===== config.mk =====
export PLATFORM = sky130hd
export DESIGN_NAME = thruster_actuator_model_unit
export DESIGN_NICKNAME = d
export VERILOG_FILES = /design/src/rtl/core/tam_pkg.sv /design/src/rtl/core/tam_mac.sv /design/src/rtl/core/tam_store.sv /design/src/rtl/core/thruster_actuator_model_unit.sv
export SDC_FILE = /design/constraint.sdc
export NUM_CORES = 2
export LEC_CHECK = 0
export BUFFER_PORTS_ARGS = -buffer_cell sky130_fd_sc_hd__buf_2
export CORE_UTILIZATION = 30
export CTS_CLUSTER_DIAMETER = 150
export DETAILED_ROUTE_END_ITERATION = 8
export PLACE_DENSITY = 0.41
export SYNTH_ARGS = -nofsm -noshare
export SYNTH_HDL_FRONTEND = slang
export SYNTH_SLANG_ARGS = --single-unit
export TNS_END_PERCENT = 1

===== constraint.sdc =====
create_clock -name clk_i -period 19.39 [get_ports clk_i]
set_clock_uncertainty 0.15 [all_clocks]
set_input_delay 0 -clock clk_i [delete_from_list [all_inputs] [get_ports clk_i]]
set_output_delay 0 -clock clk_i [all_outputs]
set_load 0.05 [all_outputs]

===== src/rtl/core/tam_pkg.sv =====
// Shared types, widths and codes of the thruster actuator model.
`timescale 1ns / 1ps
`default_nettype none

package tam_pkg;

  localparam int IDX_W  = 3;
  localparam int CMD_W  = 16;
  localparam int LVL_W  = 24;
  localparam int LIM_W  = 15;
  localparam int LAG_W  = 16;
  localparam int DLY_W  = 5;
  localparam int CRV_W  = 63;
  localparam int COEF_W = 21;
  localparam int FRC_W  = 32;
  localparam int MUL_W  = 25;
  localparam int PROD_W = 2 * MUL_W;
  localparam int CFG_IDX_W = 3;

  localparam logic [CFG_IDX_W-1:0] REG_MAX_INPUT      = 3'd0;
  localparam logic [CFG_IDX_W-1:0] REG_DEAD_ZONE      = 3'd1;
  localparam logic [CFG_IDX_W-1:0] REG_LAG_COEFFICIENT = 3'd2;
  localparam logic [CFG_IDX_W-1:0] REG_DELAY_STEPS    = 3'd3;
  localparam logic [CFG_IDX_W-1:0] REG_CURVE_POSITIVE = 3'd4;
  localparam logic [CFG_IDX_W-1:0] REG_CURVE_NEGATIVE = 3'd5;

  typedef enum logic [3:0] {
    ST_IDLE,
    ST_RING,
    ST_DLY,
    ST_LAG,
    ST_SQ,
    ST_FA,
    ST_FB,
    ST_FC,
    ST_FD,
    ST_FE,
    ST_OUT
  } tam_state_e;

  typedef struct packed {
    logic             st_rd;
    logic             ring_go;
    logic             st_wr;
    logic [IDX_W-1:0] idx;
    logic [CMD_W-1:0] cmd;
    logic [LVL_W-1:0] level;
    logic [DLY_W-1:0] delay_steps;
  } store_req_t;

  typedef struct packed {
    logic             busy;
    logic [LVL_W-1:0] level_old;
    logic [CMD_W-1:0] u;
  } store_rsp_t;

  typedef struct packed {
    logic [MUL_W-1:0] opa;
    logic [MUL_W-1:0] opb;
  } mac_req_t;

endpackage

`default_nettype wire


===== src/rtl/core/tam_mac.sv =====
// Shared signed multiplier with a registered product.
`timescale 1ns / 1ps
`default_nettype none

module tam_mac (
  input  wire logic                           clk_i,
  input  wire tam_pkg::mac_req_t              req_i,
  output logic signed [tam_pkg::PROD_W-1:0]   prod_o
);

  logic signed [tam_pkg::PROD_W-1:0] prod_q;
  logic signed [tam_pkg::PROD_W-1:0] prod_d;

  always_comb begin
    prod_d = $signed(req_i.opa) * $signed(req_i.opb);
  end

  always_ff @(posedge clk_i) begin
    prod_q <= prod_d;
  end

  assign prod_o = prod_q;

endmodule

`default_nettype wire


===== src/rtl/core/tam_store.sv =====
// Delay ring memory and per-thruster state memory with clearing pass.
`timescale 1ns / 1ps
`default_nettype none

module tam_store #(
  parameter int THRUSTERS   = 8,
  parameter int DELAY_DEPTH = 16
) (
  input  wire logic                clk_i,
  input  wire logic                rst_ni,
  input  wire tam_pkg::store_req_t req_i,
  output tam_pkg::store_rsp_t      rsp_o
);

  localparam int NENT = THRUSTERS * DELAY_DEPTH;
  localparam int TW   = (THRUSTERS > 1) ? $clog2(THRUSTERS) : 1;
  localparam int PW   = (DELAY_DEPTH > 1) ? $clog2(DELAY_DEPTH) : 1;
  localparam int AW   = (NENT > 1) ? $clog2(NENT) : 1;
  localparam int CLW  = $clog2(NENT + 1);
  localparam int RW   = (($clog2(DELAY_DEPTH + 1) > tam_pkg::DLY_W) ?
                         $clog2(DELAY_DEPTH + 1) : tam_pkg::DLY_W) + 1;
  localparam int SW   = PW + tam_pkg::LVL_W;

  localparam logic [AW-1:0] DEPTH_A = AW'(DELAY_DEPTH);
  localparam logic [RW-1:0] DEPTH_R = RW'(DELAY_DEPTH);

  logic [tam_pkg::CMD_W-1:0] dmem [NENT];
  logic [SW-1:0]             smem [THRUSTERS];

  logic [CLW-1:0]            clr_cnt_q;
  logic                      busy;
  logic [SW-1:0]             st_q;
  logic [tam_pkg::CMD_W-1:0] drd_q;
  logic [tam_pkg::CMD_W-1:0] fcmd_q;
  logic                      fwd_q;
  logic [PW-1:0]             pos_next_q;
  logic [PW-1:0]             pos_next_d;

  logic [TW-1:0]             sidx;
  logic [PW-1:0]             pos;
  logic [RW-1:0]             d_eff;
  logic [RW-1:0]             dm1;
  logic [RW-1:0]             rsum;
  logic [PW-1:0]             rpos;
  logic [AW-1:0]             base;
  logic [AW-1:0]             waddr;
  logic [AW-1:0]             raddr;

  assign busy = (clr_cnt_q != CLW'(NENT));
  assign sidx = TW'(req_i.idx);
  assign pos  = st_q[SW-1:tam_pkg::LVL_W];

  always_comb begin
    d_eff = RW'(req_i.delay_steps);
    if (d_eff == '0) begin
      d_eff = RW'(1);
    end else if (d_eff > DEPTH_R) begin
      d_eff = DEPTH_R;
    end
    dm1  = d_eff - RW'(1);
    rsum = RW'(pos) + DEPTH_R - dm1;
    if (rsum >= DEPTH_R) begin
      rsum = rsum - DEPTH_R;
    end
    rpos  = rsum[PW-1:0];
    base  = AW'(sidx) * DEPTH_A;
    waddr = base + AW'(pos);
    raddr = base + AW'(rpos);
    if (pos == PW'(DELAY_DEPTH - 1)) begin
      pos_next_d = '0;
    end else begin
      pos_next_d = pos + PW'(1);
    end
  end

  always_ff @(posedge clk_i or negedge rst_ni) begin
    if (!rst_ni) begin
      clr_cnt_q <= '0;
    end else if (busy) begin
      clr_cnt_q <= clr_cnt_q + CLW'(1);
    end
  end

  always_ff @(posedge clk_i) begin
    if (busy) begin
      dmem[clr_cnt_q[AW-1:0]] <= '0;
    end else if (req_i.ring_go) begin
      dmem[waddr] <= req_i.cmd;
    end
    if (req_i.ring_go) begin
      drd_q      <= dmem[raddr];
      fcmd_q     <= req_i.cmd;
      fwd_q      <= (dm1 == '0);
      pos_next_q <= pos_next_d;
    end
  end

  always_ff @(posedge clk_i) begin
    if (busy) begin
      if (clr_cnt_q < CLW'(THRUSTERS)) begin
        smem[clr_cnt_q[TW-1:0]] <= '0;
      end
    end else if (req_i.st_wr) begin
      smem[sidx] <= {pos_next_q, req_i.level};
    end
    if (req_i.st_rd) begin
      st_q <= smem[sidx];
    end
  end

  always_comb begin
    rsp_o.busy      = busy;
    rsp_o.level_old = st_q[tam_pkg::LVL_W-1:0];
    rsp_o.u         = fwd_q ? fcmd_q : drd_q;
  end

endmodule

`default_nettype wire


===== src/rtl/core/thruster_actuator_model_unit.sv =====
// Top level of the thruster actuator model: control sequencer, lag and force datapath.
//
// Input channel in_valid_i / in_stall_o carries thruster_index_i and command_i;
// output channel out_valid_o / out_stall_i carries thruster_out_index_o,
// actuator_level_o and force_res_o. A transfer happens at a rising edge with
// valid high and stall low. Configuration is a plain write port
// (cfg_we_i, cfg_idx_i, cfg_wdata_i), and must be written only while the block is
// idle; the block itself does not enforce this. One item is processed at a time.
// For a valid thruster an item takes one state memory read, one delay ring access,
// then six products through the single shared 25x25 multiplier and a final add and
// saturate. An out-of-range thruster goes straight to the output state with a zero
// level and force. The result waits in an output register, so a stalled receiver
// holds the payload steady while the next item is already accepted; a second result
// waits until the first is transferred.
// After reset the block clears the delay ring and the per-thruster state in a
// pass over all THRUSTERS*DELAY_DEPTH ring entries, holding in_stall_o high;
// configuration writes are taken during that pass.
`timescale 1ns / 1ps
`default_nettype none

module thruster_actuator_model_unit #(
  parameter int THRUSTERS   = 8,
  parameter int DELAY_DEPTH = 16
) (
  input  wire logic                                clk_i,
  input  wire logic                                rst_ni,
  input  wire logic                                cfg_we_i,
  input  wire logic [tam_pkg::CFG_IDX_W-1:0]       cfg_idx_i,
  input  wire logic [tam_pkg::CRV_W-1:0]           cfg_wdata_i,
  input  wire logic                                in_valid_i,
  output logic                                     in_stall_o,
  input  wire logic [tam_pkg::IDX_W-1:0]           thruster_index_i,
  input  wire logic signed [tam_pkg::CMD_W-1:0]    command_i,
  output logic                                     out_valid_o,
  input  wire logic                                out_stall_i,
  output logic [tam_pkg::IDX_W-1:0]                thruster_out_index_o,
  output logic signed [tam_pkg::LVL_W-1:0]         actuator_level_o,
  output logic signed [tam_pkg::FRC_W-1:0]         force_res_o
);

  localparam int SUM_W = 42;
  localparam int LV_W  = SUM_W - 16;
  localparam int TOP_W = 45;
  localparam int LOW_W = 64;
  localparam int F_W   = 46;

  tam_pkg::tam_state_e state_q, state_d;

  logic [tam_pkg::LIM_W-1:0] max_q;
  logic [tam_pkg::LIM_W-1:0] dz_q;
  logic [tam_pkg::LAG_W-1:0] lag_q;
  logic [tam_pkg::DLY_W-1:0] dly_q;
  logic [tam_pkg::CRV_W-1:0] cpos_q;
  logic [tam_pkg::CRV_W-1:0] cneg_q;

  logic [tam_pkg::IDX_W-1:0]         idx_q;
  logic signed [tam_pkg::CMD_W-1:0]  cmd_q;
  logic signed [SUM_W-1:0]           sum_q;
  logic signed [tam_pkg::LVL_W-1:0]  lvl_q;
  logic [tam_pkg::LVL_W-1:0]         mag_q;
  logic [23:0]                       lo_q;
  logic signed [tam_pkg::COEF_W-1:0] a_q, b_q, c_q;
  logic signed [TOP_W-1:0]           top_q;
  logic signed [LOW_W-1:0]           low_q;
  logic signed [tam_pkg::FRC_W-1:0]  f_q;

  logic                              out_valid_q;
  logic [tam_pkg::IDX_W-1:0]         out_idx_q;
  logic signed [tam_pkg::LVL_W-1:0]  out_lvl_q;
  logic signed [tam_pkg::FRC_W-1:0]  out_f_q;

  tam_pkg::store_req_t               sreq;
  tam_pkg::store_rsp_t               srsp;
  tam_pkg::mac_req_t                 mreq;
  logic signed [tam_pkg::PROD_W-1:0] prod;

  logic                              in_acc;
  logic                              oor;
  logic                              out_load;
  logic signed [16:0]                cl;
  logic signed [16:0]                lim17;
  logic [16:0]                       cmag;
  logic [tam_pkg::CMD_W-1:0]         cmd_clamped;
  logic signed [SUM_W-1:0]           lag_sum;
  logic signed [LV_W-1:0]            lag_lvl;
  logic signed [LV_W-1:0]            lim_lvl;
  logic signed [LV_W-1:0]            lvl_next;
  logic [tam_pkg::LVL_W-1:0]         lvl_mag;
  logic signed [F_W-1:0]             f_full;
  logic [tam_pkg::CRV_W-1:0]         curve;

  tam_store #(
    .THRUSTERS   (THRUSTERS),
    .DELAY_DEPTH (DELAY_DEPTH)
  ) u_store (
    .clk_i  (clk_i),
    .rst_ni (rst_ni),
    .req_i  (sreq),
    .rsp_o  (srsp)
  );

  tam_mac u_mac (
    .clk_i  (clk_i),
    .req_i  (mreq),
    .prod_o (prod)
  );

  assign in_acc   = in_valid_i && !in_stall_o;
  assign oor      = ({2'b00, thruster_index_i} >= 5'(THRUSTERS));
  assign out_load = (state_q == tam_pkg::ST_OUT) && (!out_valid_q || !out_stall_i);

  always_comb begin
    lim17 = $signed({2'b00, max_q});
    cl    = $signed({cmd_q[tam_pkg::CMD_W-1], cmd_q});
    if (cl > lim17) begin
      cl = lim17;
    end else if (cl < -lim17) begin
      cl = -lim17;
    end
    cmag = cl[16] ? 17'(-cl) : 17'(cl);
    if (cmag < {2'b00, dz_q}) begin
      cl = '0;
    end
    cmd_clamped = cl[tam_pkg::CMD_W-1:0];
  end

  always_comb begin
    lag_sum = sum_q + $signed(prod[SUM_W-1:0]) + 42'sd32768;
    lag_lvl = lag_sum[SUM_W-1:16];
    lim_lvl = $signed({3'b000, max_q, 8'h00});
    if (lag_lvl > lim_lvl) begin
      lvl_next = lim_lvl;
    end else if (lag_lvl < -lim_lvl) begin
      lvl_next = -lim_lvl;
    end else begin
      lvl_next = lag_lvl;
    end
    lvl_mag = lvl_q[tam_pkg::LVL_W-1] ? tam_pkg::LVL_W'(-lvl_q) : lvl_q;
    curve   = lvl_q[tam_pkg::LVL_W-1] ? cneg_q : cpos_q;
    f_full  = {top_q[TOP_W-1], top_q} + {{6{low_q[LOW_W-1]}}, low_q[LOW_W-1:24]};
  end

  always_comb begin
    state_d = state_q;
    case (state_q)
      tam_pkg::ST_IDLE: begin
        if (in_acc) begin
          state_d = oor ? tam_pkg::ST_OUT : tam_pkg::ST_RING;
        end
      end
      tam_pkg::ST_RING: state_d = tam_pkg::ST_DLY;
      tam_pkg::ST_DLY:  state_d = tam_pkg::ST_LAG;
      tam_pkg::ST_LAG:  state_d = tam_pkg::ST_SQ;
      tam_pkg::ST_SQ:   state_d = tam_pkg::ST_FA;
      tam_pkg::ST_FA:   state_d = tam_pkg::ST_FB;
      tam_pkg::ST_FB:   state_d = tam_pkg::ST_FC;
      tam_pkg::ST_FC:   state_d = tam_pkg::ST_FD;
      tam_pkg::ST_FD:   state_d = tam_pkg::ST_FE;
      tam_pkg::ST_FE:   state_d = tam_pkg::ST_OUT;
      tam_pkg::ST_OUT: begin
        if (out_load) begin
          state_d = tam_pkg::ST_IDLE;
        end
      end
      default: state_d = tam_pkg::ST_IDLE;
    endcase
  end

  always_comb begin
    in_stall_o        = (state_q != tam_pkg::ST_IDLE) || srsp.busy;
    sreq              = '0;
    sreq.idx          = (state_q == tam_pkg::ST_IDLE) ? thruster_index_i : idx_q;
    sreq.cmd          = cmd_clamped;
    sreq.level        = lvl_q;
    sreq.delay_steps  = dly_q;
    mreq              = '0;
    case (state_q)
      tam_pkg::ST_IDLE: begin
        sreq.st_rd = in_valid_i && !srsp.busy && !oor;
      end
      tam_pkg::ST_RING: begin
        sreq.ring_go = 1'b1;
        mreq.opa     = {9'd0, lag_q};
        mreq.opb     = {srsp.level_old[tam_pkg::LVL_W-1], srsp.level_old};
      end
      tam_pkg::ST_DLY: begin
        mreq.opa = {8'd0, 17'h10000 - {1'b0, lag_q}};
        mreq.opb = {srsp.u[tam_pkg::CMD_W-1], srsp.u, 8'h00};
      end
      tam_pkg::ST_SQ: begin
        sreq.st_wr = 1'b1;
        mreq.opa   = {1'b0, lvl_mag};
        mreq.opb   = {1'b0, lvl_mag};
      end
      tam_pkg::ST_FA: begin
        mreq.opa = {{4{a_q[tam_pkg::COEF_W-1]}}, a_q};
        mreq.opb = {3'd0, prod[45:24]};
      end
      tam_pkg::ST_FB: begin
        mreq.opa = {{4{a_q[tam_pkg::COEF_W-1]}}, a_q};
        mreq.opb = {1'b0, lo_q};
      end
      tam_pkg::ST_FC: begin
        mreq.opa = {{4{b_q[tam_pkg::COEF_W-1]}}, b_q};
        mreq.opb = {1'b0, mag_q};
      end
      default: begin
        mreq = '0;
      end
    endcase
  end

  always_ff @(posedge clk_i or negedge rst_ni) begin
    if (!rst_ni) begin
      state_q     <= tam_pkg::ST_IDLE;
      out_valid_q <= 1'b0;
      max_q       <= 15'h7FFF;
      dz_q        <= '0;
      lag_q       <= '0;
      dly_q       <= 5'd1;
      cpos_q      <= '0;
      cneg_q      <= '0;
    end else begin
      state_q <= state_d;
      if (out_load) begin
        out_valid_q <= 1'b1;
      end else if (out_valid_q && !out_stall_i) begin
        out_valid_q <= 1'b0;
      end
      if (cfg_we_i) begin
        case (cfg_idx_i)
          tam_pkg::REG_MAX_INPUT:       max_q  <= cfg_wdata_i[tam_pkg::LIM_W-1:0];
          tam_pkg::REG_DEAD_ZONE:       dz_q   <= cfg_wdata_i[tam_pkg::LIM_W-1:0];
          tam_pkg::REG_LAG_COEFFICIENT: lag_q  <= cfg_wdata_i[tam_pkg::LAG_W-1:0];
          tam_pkg::REG_DELAY_STEPS:     dly_q  <= cfg_wdata_i[tam_pkg::DLY_W-1:0];
          tam_pkg::REG_CURVE_POSITIVE:  cpos_q <= cfg_wdata_i;
          tam_pkg::REG_CURVE_NEGATIVE:  cneg_q <= cfg_wdata_i;
          default: ;
        endcase
      end
    end
  end

  always_ff @(posedge clk_i) begin
    case (state_q)
      tam_pkg::ST_IDLE: begin
        if (in_acc) begin
          idx_q <= thruster_index_i;
          cmd_q <= command_i;
          if (oor) begin
            lvl_q <= '0;
            f_q   <= '0;
          end
        end
      end
      tam_pkg::ST_DLY: begin
        sum_q <= $signed(prod[SUM_W-1:0]);
      end
      tam_pkg::ST_LAG: begin
        lvl_q <= lvl_next[tam_pkg::LVL_W-1:0];
      end
      tam_pkg::ST_SQ: begin
        mag_q <= lvl_mag;
        a_q   <= $signed(curve[20:0]);
        b_q   <= $signed(curve[41:21]);
        c_q   <= $signed(curve[62:42]);
      end
      tam_pkg::ST_FA: begin
        lo_q <= prod[23:0];
      end
      tam_pkg::ST_FB: begin
        top_q <= $signed(prod[TOP_W-1:0]) + {{24{c_q[tam_pkg::COEF_W-1]}}, c_q};
      end
      tam_pkg::ST_FC: begin
        low_q <= {{14{prod[tam_pkg::PROD_W-1]}}, prod} + 64'sd8388608;
      end
      tam_pkg::ST_FD: begin
        low_q <= low_q + ({{14{prod[tam_pkg::PROD_W-1]}}, prod} <<< 16);
      end
      tam_pkg::ST_FE: begin
        if (f_full > 46'sd2147483647) begin
          f_q <= 32'sh7FFFFFFF;
        end else if (f_full < -46'sd2147483648) begin
          f_q <= 32'sh80000000;
        end else begin
          f_q <= f_full[tam_pkg::FRC_W-1:0];
        end
      end
      default: ;
    endcase
    if (out_load) begin
      out_idx_q <= idx_q;
      out_lvl_q <= lvl_q;
      out_f_q   <= f_q;
    end
  end

  assign out_valid_o          = out_valid_q;
  assign thruster_out_index_o = out_idx_q;
  assign actuator_level_o     = out_lvl_q;
  assign force_res_o          = out_f_q;

  a_one_in_flight: assert property (@(posedge clk_i) disable iff (!rst_ni)
    in_acc |=> in_stall_o)
    else $error("input transfer while an item is in flight");

  a_clear_blocks_input: assert property (@(posedge clk_i) disable iff (!rst_ni)
    srsp.busy |-> in_stall_o)
    else $error("input accepted during clearing pass");

  a_result_from_out_state: assert property (@(posedge clk_i) disable iff (!rst_ni)
    $rose(out_valid_q) |-> $past(state_q == tam_pkg::ST_OUT))
    else $error("result raised outside the output state");

  a_level_in_limit: assert property (@(posedge clk_i) disable iff (!rst_ni)
    (state_q == tam_pkg::ST_SQ) |->
      ($signed({lvl_q[tam_pkg::LVL_W-1], lvl_q}) <= $signed({2'b00, max_q, 8'h00}) &&
       $signed({lvl_q[tam_pkg::LVL_W-1], lvl_q}) >= -$signed({2'b00, max_q, 8'h00})))
    else $error("lagged level outside the saturation limit");

endmodule

`default_nettype wire


==> summary.md <==
| Metric | Value |
|---|---|
| First-pass GRT wire length | `704000 µm` |
| Syn Inst Count | `10200` |
| Clock net sink count | `2957` |
| Crit start category | `flop` |
| Ys flop type | `edfxtp_1` |
| Placed cells | `16900` |
| Final Hold Fails | `0` |
| Synth unique cells | `100` |
| CP Class | `reg2reg` |
| Top-count cell post-synth | `edfxtp_1` |
| Post-CTS setup buffer count | `0` |
| CP Data Required Time | `20.15 ns` |
| Initial antenna violation count | `48` |
| Number of CTS-inserted buffers | `348` |
| Via density | `5.01` |
| Initial Util | `0.302` |
| 1st-iter DRT viols | `7000` |
| RSZ-0062 raised after global routing | `false` |
| Reg-to-reg startpoint | `state_q[2]` |
| Area after DPL | `0.160 mm²` |
| Gr usage total | `0.195` |
| Via count | `88800` |
| Detailed placement HPWL | `333000 µm` |
| Worst-margin pin slew | `1.48 ns` |
| I/O Buffers | `150` |
| Boundary pin count | `151` |
| Fraction of final layout cells with drive strength greater than 1 | `0.175` |
| Final Util | `0.350` |
| Slew headroom | `0.00707` |
| # setup viols final | `0` |
| Synth warn | `0` |
| Routability cong. | `0.864` |
| DR WL/cell | `27.9 µm` |
| Most Frequent Cell on Critical Path | `fa_1` |
| Asr flop ratio synth | `0.0643` |
| Yosys reg bits | `2957` |
| Failing checks | `capacitance limit` |
| Syn_area_per_cell | `14.6 µm²` |
| Critical Path AT | `12.09 ns` |
| Worst skew pair latency | `1.03 ns` |
| CORE AREA | `0.494 mm²` |
| Synth top cells by count | `edfxtp_1, nand2_1, inv_1, fa_1, nor2_1` |
| Routed Antenna Nets | `0` |
| Yosys top cell by area | `edfxtp_1` |
| Drt total wl | `496000 µm` |
| Final instance area | `0.173 mm²` |
| Die height | `707 µm` |
| CTS max path bufs | `4` |
| Nets | `12000` |
| Net count after synthesis | `11400` |
| Crit-path slowest cell | `fa_1` |
| Hold Crit Class | `in2async` |
| Max_cap viols | `2` |
| Drc violations | `0` |
| Synth top area cells | `edfxtp_1, fa_1, mux4_2` |
| Die Area | `0.500 mm²` |
| Grt ovf | `0` |
| Synth top area share | `0.548` |
| Reg-to-reg endpoint | `u_mac.prod_o[48]` |
| DR pass1 iterations | `6` |
| Critical Path End Type | `flop` |
| Clock root cell | `clkbuf_16` |
| Clock tree from TritonCTS | `done` |
| Clock slew seen by the registers of the worst setup and hold paths | `0.06 ns` |
| Largest net degree at the start of global routing | `115` |
| Final cell count without fillers | `17700` |
| FF-to-FF path depth | `30` |
| Crit path time final | `11.32 ns` |
| Period utilization | `0.584` |
| Area growth syn-to-layout | `16.2%` |
| Vias in the first global route | `93400` |
| # H-tree levels | `5` |
| Status | `complete, but fails checks` |
| Synth Cell Area | `0.149 mm²` |
| Number of core rows | `258` |
| Max Freq | `88.3 MHz` |
| Setup TNS | `0 ns` |
| Number of synthesized flops with an enable pin | `2717` |
| Worst Path Max Fanout | `49` |
| Sequential cell area fraction in the yosys report | `0.586` |
| Slowest stage delay, CP | `1.20 ns` |
| Die width | `707 µm` |
| Fin. max-slew vios | `0` |
| R2R Setup Slk | `8.07 ns` |
[final cells by class]
class	count	area, µm²
Clock buffer	424	9120
Clock inverter	211	2340
Antenna cell	20	50.0
Tap cell	6630	8300
Multi-Input combinational cell	5977	57300
Fill cell	47600	321000
Timing Repair Buffer	703	5580
Sequential cell	2957	87400
Inverter	821	3080
[layer usage]
layer / wire [µm] / vias up / GRT usage
met2: 246000 / 2332 / 0.338
li1: - / 38900 / -
met4: 15200 / 4 / 0.0546
met3: 24800 / 655 / 0.0295
met1: 209000 / 47000 / 0.254
met5: 31 / - / 0
[per-stage QoR]
stage / hold WS [ns] / setup slack [ns]
floorplan: -0.446 / 9.26
global placement: -0.0602 / 8.10
detailed placement: -0.0493 / 8.06
CTS: 0.108 / 8.11
global route: 0.159 / 7.43
finish: 0.145 / 8.07
[state kept, by name, indices dropped and copies added (netlist names), 28 cells and up]
signal        flops
cneg_q           63
cpos_q           63
f_q              32
force_res_o      32
low_q            48
sum_q            42
top_q            45
u_mac.prod_o     50
u_store.dmem   2048
u_store.smem    224
u_store.st_q     28
[logic make-up (layout without fill, tap and decap cells)]
group,Yosys count,after routing,share of synthesized area
buffers and inverters,1300,2159,0.0332
other,0,20,0
XOR/XNOR,299,299,0.0176
adder cells (fa/ha/maj),1109,1109,0.126
multiplexers,818,818,0.105
AND/OR/NAND/NOR,2540,2540,0.0755
AO/OA/AOI/OAI,1211,1211,0.0564
flip-flops,2957,2957,0.586
[layout by cell type, fill, tap and decap left out, types with 113 or more instances in the layout]
| cell type | n |
|---|---|
| a311oi_1 | 113 |
| nand3_1 | 150 |
| mux4_2 | 568 |
| dfrtp_1 | 174 |
| buf_4 | 344 |
| o21ai_0 | 222 |
| nand2_1 | 1178 |
| edfxtp_1 | 2717 |
| xnor2_1 | 196 |
| clkbuf_16 | 351 |
| dlygate4sd3_1 | 195 |
| fa_1 | 661 |
| a21o_1 | 171 |
| buf_2 | 149 |
| ha_1 | 446 |
| mux2_2 | 221 |
| a21oi_1 | 257 |
| and3_1 | 182 |
| inv_1 | 819 |
| nor2_1 | 601 |
[worst max path at each step]
stage	startpoint	end	slack, ns	depth (start not counted)
6_report	state_q[2]	u_mac.prod_o[48]	8.07	30
5_1_grt	state_q[2]	u_mac.prod_o[48]	7.43	30
4_1_cts	state_q[2]	u_mac.prod_o[48]	8.11	30
3_5_place_dp	state_q[2]	u_mac.prod_o[48]	8.06	30
3_3_place_gp	state_q[2]	u_mac.prod_o[48]	8.10	30
2_1_floorplan	state_q[3]	u_mac.prod_o[48]	9.26	32
[what timing repair did]
action,4_1_cts,5_1_grt
endpoints found under the hold margin,412,0
endpoints found under the setup margin,0,0
resized for setup,0,0
hold buffers,196,0
[critical path: cells and delay by family (launching register included)]
family	cells	cell delay [ns]
compound gates	10	2.51
xor+xnor	1	0.23
fa+ha+maj	7	4.22
buf+inv	7	1.72
flops	1	0.61
simple gates	5	1.75
Power is left out: the tool's default activity adds up to more than one toggle a clock period on the data nets, which glitch-free logic cannot reach.
